==> src/hw/rtl/riot_mbx_pkg.sv <==
// ----------------------------------------------------------------------------
// riot_mbx_pkg
// Shared types and constants for the RIOT mailbox with command FIFO.
// ----------------------------------------------------------------------------
package riot_mbx_pkg;

  localparam int FIFO_DEPTH = 8;
  localparam int PTR_W      = $clog2(FIFO_DEPTH);
  localparam int CNT_W      = $clog2(FIFO_DEPTH + 1);

  typedef enum logic [3:0] {
    KIND_RIOT_READ  = 4'd0,
    KIND_RIOT_WRITE = 4'd1,
    KIND_TICK       = 4'd2,
    KIND_POP        = 4'd3,
    KIND_RESPOND    = 4'd4,
    KIND_MAIN_READ  = 4'd5,
    KIND_READY_READ = 4'd6,
    KIND_PUSH       = 4'd7,
    KIND_RESET      = 4'd8
  } kind_t;

  typedef enum logic {
    ST_IDLE,
    ST_EXEC
  } state_t;

  localparam logic [4:0] OFS_PORT_A = 5'h00;
  localparam logic [4:0] OFS_DDR_A  = 5'h01;
  localparam logic [4:0] OFS_PORT_B = 5'h02;
  localparam logic [4:0] OFS_DDR_B  = 5'h03;
  localparam logic [4:0] OFS_FLAG   = 5'h05;
  localparam logic [4:0] OFS_TIMER  = 5'h1f;

  localparam logic [7:0] PA_READ_MASK = 8'h7f;
  localparam logic [7:0] PA_FORCE_BIT = 8'h10;
  localparam logic [7:0] BIT_7        = 8'h80;
  localparam logic [7:0] BIT_6        = 8'h40;
  localparam logic [7:0] CLR_BIT_6    = 8'hbf;
  localparam logic [7:0] CLR_BITS_76  = 8'h3f;

endpackage

==> src/hw/rtl/riot_mailbox_fifo.sv <==
// ----------------------------------------------------------------------------
// riot_mailbox_fifo
// Simplified 6532 RIOT with a command FIFO and response mailbox.
// ----------------------------------------------------------------------------
// Each request passes through two states: acceptance in ST_IDLE reads the
// head of the command memory, and ST_EXEC updates the registers, writes the
// memory on a push and loads the output register. ST_EXEC waits while the
// output register still holds a response that has not been taken, and no
// new request is accepted until the current one has left ST_EXEC.
module riot_mailbox_fifo
  import riot_mbx_pkg::*;
(
  input  logic        clk,
  input  logic        rst,
  input  logic        s_tvalid,
  output logic        s_tready,
  input  logic [15:0] s_tdata,   // offset[4:0], data[12:5], zero[15:13]
  input  logic [3:0]  s_tuser,   // kind[3:0]
  output logic        m_tvalid,
  input  logic        m_tready,
  output logic [15:0] m_tdata    // read_data[7:0], irq[8], zero[15:9]
);

  state_t state, state_next;

  logic [7:0] cmd_mem [FIFO_DEPTH];
  logic [7:0] head_q;

  kind_t      kind;
  logic [4:0] offset;
  logic [7:0] data;

  logic [PTR_W-1:0] read_pointer, read_pointer_next;
  logic [PTR_W-1:0] write_pointer, write_pointer_next;
  logic [CNT_W-1:0] command_count, command_count_next;
  logic [7:0] response_byte, response_byte_next;
  logic [7:0] port_a_latch, port_a_latch_next;
  logic [7:0] port_b_latch, port_b_latch_next;
  logic [7:0] direction_a, direction_a_next;
  logic [7:0] direction_b, direction_b_next;
  logic [7:0] countdown, countdown_next;
  logic       countdown_active, countdown_active_next;
  logic       timer_flag, timer_flag_next;

  logic [7:0] rd_value;
  logic       irq_value;
  logic       mem_we;
  logic [PTR_W-1:0] mem_waddr;

  logic       in_fire;
  logic       exec_done;
  logic       fifo_full;
  logic       fifo_empty;
  logic [7:0] tick_value;

  logic [7:0] out_read_data;
  logic       out_irq;

  function automatic logic [PTR_W-1:0] next_slot(input logic [PTR_W-1:0] p);
    return (p == PTR_W'(FIFO_DEPTH - 1)) ? '0 : p + 1'b1;
  endfunction

  assign fifo_full  = (command_count == CNT_W'(FIFO_DEPTH));
  assign fifo_empty = (command_count == '0);
  assign in_fire    = s_tvalid && s_tready;
  assign tick_value = countdown - 8'd1;

  // next state
  always_comb begin
    state_next = state;
    case (state)
      ST_IDLE: if (s_tvalid) state_next = ST_EXEC;
      ST_EXEC: if (!m_tvalid || m_tready) state_next = ST_IDLE;
      default: state_next = ST_IDLE;
    endcase
  end

  // control outputs
  always_comb begin
    s_tready  = 1'b0;
    exec_done = 1'b0;
    case (state)
      ST_IDLE: s_tready = 1'b1;
      ST_EXEC: exec_done = !m_tvalid || m_tready;
      default: begin
        s_tready  = 1'b0;
        exec_done = 1'b0;
      end
    endcase
  end

  always_ff @(posedge clk) begin
    if (rst) begin
      state <= ST_IDLE;
    end else begin
      state <= state_next;
    end
  end

  // capture request
  always_ff @(posedge clk) begin
    if (in_fire) begin
      kind   <= kind_t'(s_tuser);
      offset <= s_tdata[4:0];
      data   <= s_tdata[12:5];
    end
  end

  // command memory
  always_ff @(posedge clk) begin
    if (in_fire) begin
      head_q <= cmd_mem[read_pointer];
    end
    if (mem_we) begin
      cmd_mem[mem_waddr] <= data;
    end
  end

  // execute
  always_comb begin
    read_pointer_next     = read_pointer;
    write_pointer_next    = write_pointer;
    command_count_next    = command_count;
    response_byte_next    = response_byte;
    port_a_latch_next     = port_a_latch;
    port_b_latch_next     = port_b_latch;
    direction_a_next      = direction_a;
    direction_b_next      = direction_b;
    countdown_next        = countdown;
    countdown_active_next = countdown_active;
    timer_flag_next       = timer_flag;
    rd_value              = 8'h00;
    irq_value             = 1'b0;
    mem_we                = 1'b0;
    mem_waddr             = write_pointer;
    case (kind)
      KIND_RIOT_READ: begin
        case (offset)
          OFS_PORT_A: rd_value = (port_a_latch & PA_READ_MASK) | PA_FORCE_BIT
                                 | (fifo_empty ? 8'h00 : BIT_7);
          OFS_DDR_A:  rd_value = direction_a;
          OFS_PORT_B: rd_value = port_b_latch;
          OFS_DDR_B:  rd_value = direction_b;
          OFS_FLAG: begin
            rd_value        = timer_flag ? BIT_7 : 8'h00;
            timer_flag_next = 1'b0;
          end
          default: rd_value = 8'h00;
        endcase
      end
      KIND_RIOT_WRITE: begin
        case (offset)
          OFS_PORT_A: port_a_latch_next = (port_a_latch & ~direction_a)
                                          | (data & direction_a);
          OFS_DDR_A:  direction_a_next = data;
          OFS_PORT_B: port_b_latch_next = data;
          OFS_DDR_B:  direction_b_next = data;
          OFS_TIMER: begin
            countdown_next        = {1'b0, data[7:1]};
            countdown_active_next = 1'b1;
          end
          default: ;
        endcase
      end
      KIND_TICK: begin
        if (countdown_active) begin
          countdown_next = tick_value;
          if (tick_value == 8'h00) begin
            countdown_active_next = 1'b0;
            timer_flag_next       = 1'b1;
            irq_value             = 1'b1;
          end
        end
      end
      KIND_POP: begin
        rd_value = head_q;
        if (!fifo_empty) begin
          command_count_next = command_count - 1'b1;
          read_pointer_next  = next_slot(read_pointer);
        end
      end
      KIND_RESPOND: begin
        response_byte_next = data;
        port_a_latch_next  = port_a_latch | BIT_6;
      end
      KIND_MAIN_READ: begin
        port_a_latch_next = port_a_latch & CLR_BIT_6;
        rd_value          = response_byte;
      end
      KIND_READY_READ: begin
        rd_value = (port_a_latch & BIT_6) | (fifo_full ? BIT_7 : 8'h00);
      end
      KIND_PUSH: begin
        mem_we = 1'b1;
        if (fifo_full) begin
          mem_waddr          = read_pointer;
          command_count_next = CNT_W'(1);
          write_pointer_next = next_slot(read_pointer);
        end else begin
          mem_waddr          = write_pointer;
          write_pointer_next = next_slot(write_pointer);
          command_count_next = command_count + 1'b1;
        end
      end
      KIND_RESET: begin
        response_byte_next = 8'h00;
        read_pointer_next  = '0;
        write_pointer_next = '0;
        command_count_next = '0;
        port_a_latch_next  = port_a_latch & CLR_BITS_76;
      end
      default: ;
    endcase
    mem_we = mem_we && exec_done;
  end

  always_ff @(posedge clk) begin
    if (rst) begin
      read_pointer     <= '0;
      write_pointer    <= '0;
      command_count    <= '0;
      response_byte    <= 8'h00;
      port_a_latch     <= 8'h00;
      port_b_latch     <= 8'h00;
      direction_a      <= 8'h00;
      direction_b      <= 8'h00;
      countdown        <= 8'h00;
      countdown_active <= 1'b0;
      timer_flag       <= 1'b0;
    end else if (exec_done) begin
      read_pointer     <= read_pointer_next;
      write_pointer    <= write_pointer_next;
      command_count    <= command_count_next;
      response_byte    <= response_byte_next;
      port_a_latch     <= port_a_latch_next;
      port_b_latch     <= port_b_latch_next;
      direction_a      <= direction_a_next;
      direction_b      <= direction_b_next;
      countdown        <= countdown_next;
      countdown_active <= countdown_active_next;
      timer_flag       <= timer_flag_next;
    end
  end

  // output register
  always_ff @(posedge clk) begin
    if (rst) begin
      m_tvalid <= 1'b0;
    end else if (exec_done) begin
      m_tvalid <= 1'b1;
    end else if (m_tready) begin
      m_tvalid <= 1'b0;
    end
  end

  always_ff @(posedge clk) begin
    if (exec_done) begin
      out_read_data <= rd_value;
      out_irq       <= irq_value;
    end
  end

  assign m_tdata = {7'd0, out_irq, out_read_data};

`ifndef SYNTHESIS
  a_count_bound: assert property (@(posedge clk) disable iff (rst)
    command_count <= CNT_W'(FIFO_DEPTH))
    else $error("command count above FIFO depth");

  a_valid_from_exec: assert property (@(posedge clk) disable iff (rst)
    $rose(m_tvalid) |-> $past(state == ST_EXEC))
    else $error("response raised without execute cycle");

  a_expire_sets_flag: assert property (@(posedge clk) disable iff (rst)
    !$past(rst) && $fell(countdown_active) |-> timer_flag)
    else $error("countdown stopped without setting timer flag");

  a_no_accept_in_exec: assert property (@(posedge clk) disable iff (rst)
    in_fire |=> state == ST_EXEC && !s_tready)
    else $error("request accepted while another is executing");
`endif

endmodule

==> config.mk <==
export PLATFORM = sky130hd
export DESIGN_NAME = riot_mailbox_fifo
export DESIGN_NICKNAME = d
export VERILOG_FILES = /design/src/hw/rtl/riot_mbx_pkg.sv /design/src/hw/rtl/riot_mailbox_fifo.sv
export SDC_FILE = /design/constraint.sdc
export NUM_CORES = 1
export LEC_CHECK = 0
export BUFFER_PORTS_ARGS = -buffer_cell sky130_fd_sc_hd__buf_4
export CAP_MARGIN = 20
export CORE_ASPECT_RATIO = 1.5
export CORE_MARGIN = 3
export CORE_UTILIZATION = 45
export DETAILED_ROUTE_END_ITERATION = 10
export SETUP_SLACK_MARGIN = 0.02
export SYNTH_ARGS = -nofsm -noshare
export SYNTH_HDL_FRONTEND = slang
export SYNTH_SLANG_ARGS = --single-unit
export TNS_END_PERCENT = 5
==> constraint.sdc <==
create_clock -name clk -period 5.9 [get_ports clk]
set_input_delay 0.885 -clock clk [delete_from_list [all_inputs] [get_ports clk]]
set_output_delay 0.885 -clock clk [all_outputs]
set_load 0.03 [all_outputs]
# Yosys cells after proc, flatten, opt, wreduce, memory -nomap -nowiden
# Memories as Yosys holds them, arrays and structs flattened. A register that Yosys moved wholly into a read port is not among the register bits.
# Cells that the tools add are included.
totals:
  memories: 1
  ramBits: 64
  regBits: 88
  wordCells: 130
mem_list:
  columns: ["memory", "depth", "word_bits", "rd", "rd_ports_with_merged_regs", "wr", "line_no", "rtl"]
  rows:
  - ["cmd_mem", 8, 8, 1, 1, 1, "riot_mailbox_fifo.sv:26", "logic [7:0] cmd_mem [FIFO_DEPTH];"]
op_classes:
  bitwise_logic: 10
  reduce_logical: 31
  muxes: 41
  addsub: 5
  eq_ne: 22
ops:
  columns: ["op", "count"]
  rows:
  - ["$pmux W8 S4", 2]
  - ["$mux W8", 6]
  - ["$pmux W8 S5", 1]
  - ["$pmux W8 S2", 2]
  - ["$reduce_and A3 Y1", 7]
  - ["$mux W3", 6]
  - ["$and A8 B8 Y8", 2]
  - ["$eq A4 B3 Y1 const B", 4]
  - ["$mux W1", 16]
  - ["$or A7 B8 Y8", 2]
  - ["$reduce_bool A2 Y1", 7]
  - ["$pmux W3 S2", 2]
  - ["$pmux W4 S3", 1]
  - ["$eq A5 B2 Y1 const B", 2]
  - ["$ne A2 B2 Y1 const B", 5]
  - ["$reduce_and A5 Y1", 2]
  - ["$eq A4 B2 Y1 const B", 2]
  - ["$eq A4 B4 Y1 const B", 2]
  - ["$logic_not A4 Y1", 2]
  - ["$logic_not A8 Y1", 1]
  - ["$mux W4", 2]
  - ["$not A8 Y8", 1]
  - ["$or A8 B8 Y8", 1]
  - ["$sub A8 B1 Y8 const B", 1]
  - ["20 further kinds", 30]

# Longest topological paths before layout
# Gate-level depths: netlist of run 1.
depth:
  ltp_word: 6
  depth_mapped: 8

# Least setup slack after synthesis of run 1
# OpenSTA, ideal clock, no wires.
synth_path:
  path_type: "input -> register"
  startpoint: "input port s_tvalid"
  endpoint: "register data[0] (enable)"
  setup_time_ps: 410
  setup_slack_ps: 3457
  arrival_time_ps: 2034
  stages: 1
  path_buffers: 0
  cell_sequence: "nor2b_1"
synth_via:
  elab_chain_cells: 1
synth_lines:
  columns: ["item", "line_no", "rtl"]
  rows:
  - ["from (decl)", "riot_mailbox_fifo.sv:15", "input logic s_tvalid,"]
  - ["$logic_and A1 B1 Y1", "riot_mailbox_fifo.sv:65", "assign in_fire = s_tvalid && s_tready;"]
  - ["to (signal assigned)", "riot_mailbox_fifo.sv:105", "data <= s_tdata[12:5];"]
  - ["to (decl)", "riot_mailbox_fifo.sv:31", "logic [7:0] data;"]
# No other way between the ends.
# A chain may end at the register's enable or synchronous reset.

# Final worst setup path of run 1
layout_path:
  startpoint: "input port m_tready"
  endpoint: "register countdown[1]"
layout_via:
  elab_chain_cells: 3
layout_lines:
  columns: ["item", "line_no", "rtl"]
  rows:
  - ["from (decl)", "riot_mailbox_fifo.sv:20", "input logic m_tready,"]
  - ["$logic_or A1 B1 Y1", "riot_mailbox_fifo.sv:84", "ST_EXEC: exec_done = !m_tvalid || m_tready;"]
  - ["$mux W1", "riot_mailbox_fifo.sv:82", "case (state)"]
  - ["$reduce_and A4 Y1 (no line)", null, null]
  - ["to (signal assigned)", "riot_mailbox_fifo.sv:239", "countdown <= countdown_next;"]
  - ["to (decl)", "riot_mailbox_fifo.sv:41", "logic [7:0] countdown, countdown_next;"]
# No other way between the ends.

==> results of run 1 <==
-- kinds of logic (layout without fill, tap and decap cells) --
group	after synthesis	after routing
adder cells (fa/ha/maj)	8	8
flip-flops	158	158
other	1	7
buffers and inverters	51	74
multiplexers	32	32
AND/OR/NAND/NOR	249	249
XOR/XNOR	2	2
AO/OA/AOI/OAI	111	111
-- Yosys cell counts, drive strengths merged, types with 6 or more instances --
cell    number
nor2        39
nand2b      11
nor3        12
clkbuf      21
inv          8
nor2b        8
buf         21
a22oi       10
a31oi        6
nand3       31
edfxtp      98
dfxtp       60
o21ai       18
mux2i        8
nand2      110
mux4        22
ha           8
a21oi       54
-- area by class of cell --
cell class / instances / area share
clock buffer: 17 / 0.0532
clock inverter: 15 / 0.0293
inverter: 9 / 0.00423
multi-input combinational: 409 / 0.333
sequential: 158 / 0.518
tap: 199 / 0.0311
timing repair buffer: 33 / 0.0310
-- where the power goes --
part	total, mW	internal, mW	switching [mW]
combinational	0.0981	0.0364	0.0616
clock	1.21	0.758	0.456
sequential	1.23	1.19	0.0381
-- per-stage QoR --
stage	util	power (mW)	hold WS, ns
after floorplan	-	1.31	0.427
after global placement	0.482	1.35	0.435
after detailed placement	0.482	1.35	0.443
after CTS	0.526	2.57	0.452
after global routing	0.526	2.63	0.474
final	0.526	2.54	0.451
-- final timing paths --
kind | start | endpoint | slack, ns | depth (start not counted)
min reg2reg | port_b_latch[1]$_SDFFE_PP0P_ | port_b_latch[1]$_SDFFE_PP0P_ | 0.45 | 2
max | m_tready | countdown[1]$_SDFFE_PP0P_ | 3.15 | 7
max reg2reg | kind[2]$_DFFE_PP_ | cmd_mem[5][6]$_DFFE_PP_ | 3.23 | 4
min | port_b_latch[1]$_SDFFE_PP0P_ | port_b_latch[1]$_SDFFE_PP0P_ | 0.45 | 2
-- state kept, by name, indices dropped and copies added (netlist names), 4 cells and up, named ones only --
signal / flops
cmd_mem: 64
command_count: 4
countdown: 8
data: 8
direction_a: 8
direction_b: 8
head_q: 8
kind: 4
offset: 5
out_read_data: 8
port_a_latch: 5
port_b_latch: 8
response_byte: 8
-- metal layers --
layer | vias to the layer above | part of all wire | global-route usage
met5 | - | 0 | 0
met4 | 0 | 0.022 | 0.0643
met3 | 19 | 0.039 | 0.0471
met2 | 104 | 0.52 | 0.335
met1 | 2396 | 0.41 | 0.240
li1 | 2278 | - | -
-- worst register-to-register path, cell delays in order (launching register included) --
cell	delay, ns
edfxtp_1	0.73
and4b_1	0.42
nand3_1	0.18
or2_2	0.36
nor2_1	0.62
==> results.py, run 1 <==
metrics = {
    "status": {
        "status": "completed",
    },
    "die": {
        "die_y_um": 159,
        "num_rows": 55,
        "initial_core_util": 0.462,
        "die_area_sq_mm": 0.0172,
        "core_area_sq_mm": 0.0152,
        "pin_count": 42,
        "die_width_um": 108,
    },
    "finish": {
        "antennaDiodeCount": 0,
        "area_growth_pct": 13.7,
        "multiInputGateArea_sq_mm": 0.00266,
        "drive_gt1_frac": 0.164,
        "final_cells": 840,
        "mostFrequentLayoutCell": "nand2_1",
        "fill_cells": 1333,
        "fin_area_sq_mm": 0.00799,
        "final_cell_mix": "109 x nand2_1, 98 x edfxtp_1, 60 x dfxtp_1, 54 x a21oi_1, 38 x nor2_1",
        "seq_area_sq_mm": 0.00414,
        "layout.nets": 660,
    },
    "setup_path": {
        "endpoint_kind": "register",
        "slowest_delay_ns": 0.66,
        "crit_family": "compound AO/OA/AOI/OAI gates",
        "cp-start-kind": "primary input",
        "worstSetupPathType": "primary input to register",
        "cp_cell_sequence": "buf_4, nand2b_1, nand2_1, inv_1, o21ai_1, a211o_1, a21oi_1",
        "worstPathArrival_ns": 3.10,
        "required_ns": 6.25,
        "critPathSlowestCell": "inv_1",
        "worstPathMaxFanout": 20,
        "critical_path_buf_inv_count": 2,
    },
    "place": {
        "place_hpwl_mm": 10.5,
        "place_area_sq_mm": 0.00733,
        "place_ws_ns": 2.72,
        "portBuffers": 31,
        "routabilityCongestion": 0.859,
        "dp_cells": 808,
    },
    "sta": {
        "setup_violations": 0,
        "final_max_slew_viol_count": 0,
        "hold_viol": 0,
        "rsz0062_at_grt": "false",
        "finalSetupTns_ns": 0,
        "period_share": 0.466,
        "fin_skew_ns": 0.00631,
        "max_clock_freq_ghz": 0.364,
        "timing.final.ws_setup_ns": 3.15,
        "slew_headroom": 0.303,
        "tightestPinTransition_ns": 1.04,
        "timing.final.crit_period_ns": 2.75,
    },
    "power_and_ir_drop": {
        "vdd_drop_max_uv": 214,
        "powerDensity_mw_per_mm2": 318,
        "cellLeakagePower_nw": 2.69,
    },
    "clock_network": {
        "hold_buffers": 0,
        "cts_num_sinks": 158,
        "numCtsBuffers": 17,
        "cts_tree": "yes",
        "post_cts_buffers": 0,
        "clock_path_buffers": 2,
        "cts_resized": 0,
        "path_clk_slew_ns": 0.07,
        "cts_root_buffer": "clkbuf_16",
        "h-tree-depth": 4,
        "clk-insertion-delay-late_ns": 0.43,
    },
    "drt": {
        "totalWireLength_mm": 16.1,
        "dr.pass1.iters": 5,
        "drt_iter0_markers": 339,
        "vias": 4797,
        "drc_errors": 0,
        "wl_per_cell_um": 19.1,
        "antenna_left": 0,
        "viasPerCell": 5.71,
    },
    "synthesis": {
        "synth_simple_gate_area_share": 0.177,
        "ys_warn_count": 0,
        "synth_edf_count": 98,
        "syn_area_per_cell_sq_um": 11.5,
        "synth_mux_area_frac": 0.0851,
        "synth_fa_ha_area_frac": 0.0142,
        "synth_xor_area_frac": 0.00249,
        "synth_top_family_by_area": "simple AND/OR/NAND/NOR gates",
        "netlist.area_leader.share": 0.419,
        "synth_cell_type_count": 65,
        "ys.flop_type": "edfxtp_1",
        "seq_area_frac_synth": 0.589,
        "synthArstFlopShare": 0,
        "syn_inst": 612,
        "synth.area.top_cells": "edfxtp_1 42%, dfxtp_1 17%, mux4_2 7.0%",
        "synth_area_sq_mm": 0.00703,
        "ys_ff_latch": 158,
        "synth-compound-area-share": 0.0954,
        "synth_area_leader_cell": "edfxtp_1",
    },
    "min_path": {
        "hp-class": "register to register",
    },
    "global_route": {
        "gr-usage-all-layers": 0.195,
        "grt_max_degree": 65,
        "grt-ovfl-total": 0,
        "grt_pass1_wl_mm": 25.6,
        "grt_pass1_vias": 4796,
        "antenna_found_initial": 0,
    },
    "flow_run": {
        "cap_violations": 0,
    },
}
(Power assumes the default switching activity.)
==> inputs of run 2 (changes only) <==
Clock period 5.9 ns to 2.45 ns, I/O delays scaled along.
==> results.py, run 2 (synthesis gave the netlist of run 1 again) <==
metrics = {
    "status": {
        "status": "completed",
    },
    "drt": {
        "wl_per_cell_um": 18.4,
        "vias": 4884,
        "dr.pass1.iters": 5,
        "totalWireLength_mm": 16.2,
        "drt_iter0_markers": 241,
        "viasPerCell": 5.56,
        "drc_errors": 0,
        "antenna_left": 0,
    },
    "clock_network": {
        "cts_root_buffer": "clkbuf_16",
        "clk-insertion-delay-late_ns": 0.42,
        "cts_resized": 0,
        "path_clk_slew_ns": 0.06,
        "post_cts_buffers": 0,
        "clock_path_buffers": 2,
        "hold_buffers": 0,
        "cts_tree": "yes",
        "h-tree-depth": 4,
        "numCtsBuffers": 17,
        "cts_num_sinks": 158,
    },
    "sta": {
        "period_share": 0.910,
        "max_clock_freq_ghz": 0.449,
        "finalSetupTns_ns": 0,
        "fin_skew_ns": 0.00641,
        "final_max_slew_viol_count": 0,
        "timing.final.crit_period_ns": 2.23,
        "slew_headroom": 0.422,
        "hold_viol": 0,
        "setup_violations": 0,
        "tightestPinTransition_ns": 0.861,
        "holdWs_ns": 0.119,
        "rsz0062_at_grt": "false",
    },
    "setup_path": {
        "worstSetupPathType": "register to register",
        "endpoint_kind": "register",
        "required_ns": 2.59,
        "worstPathMaxFanout": 14,
        "ff2ff_path_depth": 6,
        "cp-start-kind": "register",
        "worstPathArrival_ns": 2.36,
        "reg2reg_from": "kind[3]$_DFFE_PP_",
        "critPathLaunch": "kind[3]$_DFFE_PP_",
    },
    "die": {
        "die_width_um": 108,
        "initial_core_util": 0.462,
        "core_area_sq_mm": 0.0152,
        "die_y_um": 159,
        "num_rows": 55,
        "die_area_sq_mm": 0.0172,
        "pin_count": 42,
    },
    "place": {
        "portBuffers": 31,
        "routabilityCongestion": 0.862,
        "place_hpwl_mm": 11.2,
    },
    "finish": {
        "mostFrequentLayoutCell": "nand2_1",
        "antennaDiodeCount": 0,
        "drive_gt1_frac": 0.212,
        "final_cell_mix": "109 x nand2_1, 98 x edfxtp_1, 71 x buf_4, 60 x dfxtp_1, 54 x a21oi_1",
        "largest_reg_flops": 64,
        "regMostFlops": "cmd_mem",
        "layout.nets": 699,
        "area_growth_pct": 16.7,
    },
    "global_route": {
        "grt_max_degree": 65,
        "grt_pass1_wl_mm": 26.2,
        "antenna_found_initial": 0,
        "gr-usage-all-layers": 0.199,
        "grt_pass1_vias": 5048,
        "grt-ovfl-total": 0,
    },
    "min_path": {
        "min_path_cells": 1,
        "hp-class": "primary input to register",
        "min-delay-start": "s_tdata[1]",
    },
    "power_and_ir_drop": {
        "cellLeakagePower_nw": 2.85,
        "vdd_drop_max_uv": 482,
        "powerDensity_mw_per_mm2": 698,
    },
    "flow_run": {
        "cap_violations": 0,
    },
}
run 2: critical path: stages, from the launching register on:
cell and delay (ns):
edfxtp_1 0.38, buf_4 0.20, and4b_1 0.38, nand3_1 0.22, or2_2 0.37, nor2_1 0.20, buf_4 0.20
run 2: final timing paths:
check	endpoint	slack, ns
worst max-delay path	cmd_mem[7][0]$_DFFE_PP_	0.22
worst min-delay path	offset[1]$_DFFE_PP_	0.12
worst max register to register	cmd_mem[7][0]$_DFFE_PP_	0.22
worst min register to register	port_b_latch[4]$_SDFFE_PP0P_	0.45
run 2: through the flow:
| step | std cells | util | setup WS (ns) | area [sq um] | power [mW] |
|---|---|---|---|---|---|
| 4_1_cts | 879 | 0.539 | 0.135 | 8200 | 5.79 |
| 5_1_grt | 879 | 0.540 | 0.0789 | 8210 | 5.92 |
| 3_5_place_dp | 847 | 0.502 | 0.144 | 7640 | 3.28 |
| 6_report | 879 | 0.540 | 0.221 | 8210 | 5.73 |
| 2_1_floorplan | 618 | - | 0.254 | 7050 | 3.16 |
| 3_3_place_gp | 847 | 0.502 | 0.215 | 7640 | 3.28 |
run 2: layout make-up:
class | count | area (sq um)
Fill cell | 1344 | 7000
Clock inverter | 14 | 135
Sequential cell | 158 | 4140
Tap cell | 199 | 249
Clock buffer | 18 | 429
Inverter | 9 | 33.8
Multi-Input combinational cell | 409 | 2660
Timing Repair Buffer | 72 | 553
run 2: report_power, final:
group	switching (mW)	total, mW	leakage (nW)	internal, mW
Clock	1.09	2.50	0.270	1.42
Sequential	0.0669	2.94	1.38	2.87
Combinational	0.178	0.285	1.20	0.107
Total	1.33	5.73	2.85	4.40
run 2: per-layer routing:
metal,up-vias,GRT usage,wire length [um]
met4,0,0.0971,459
li1,2354,-,-
met2,116,0.333,8480
met3,25,0.0450,680
met1,2389,0.240,6550
met5,-,0,0
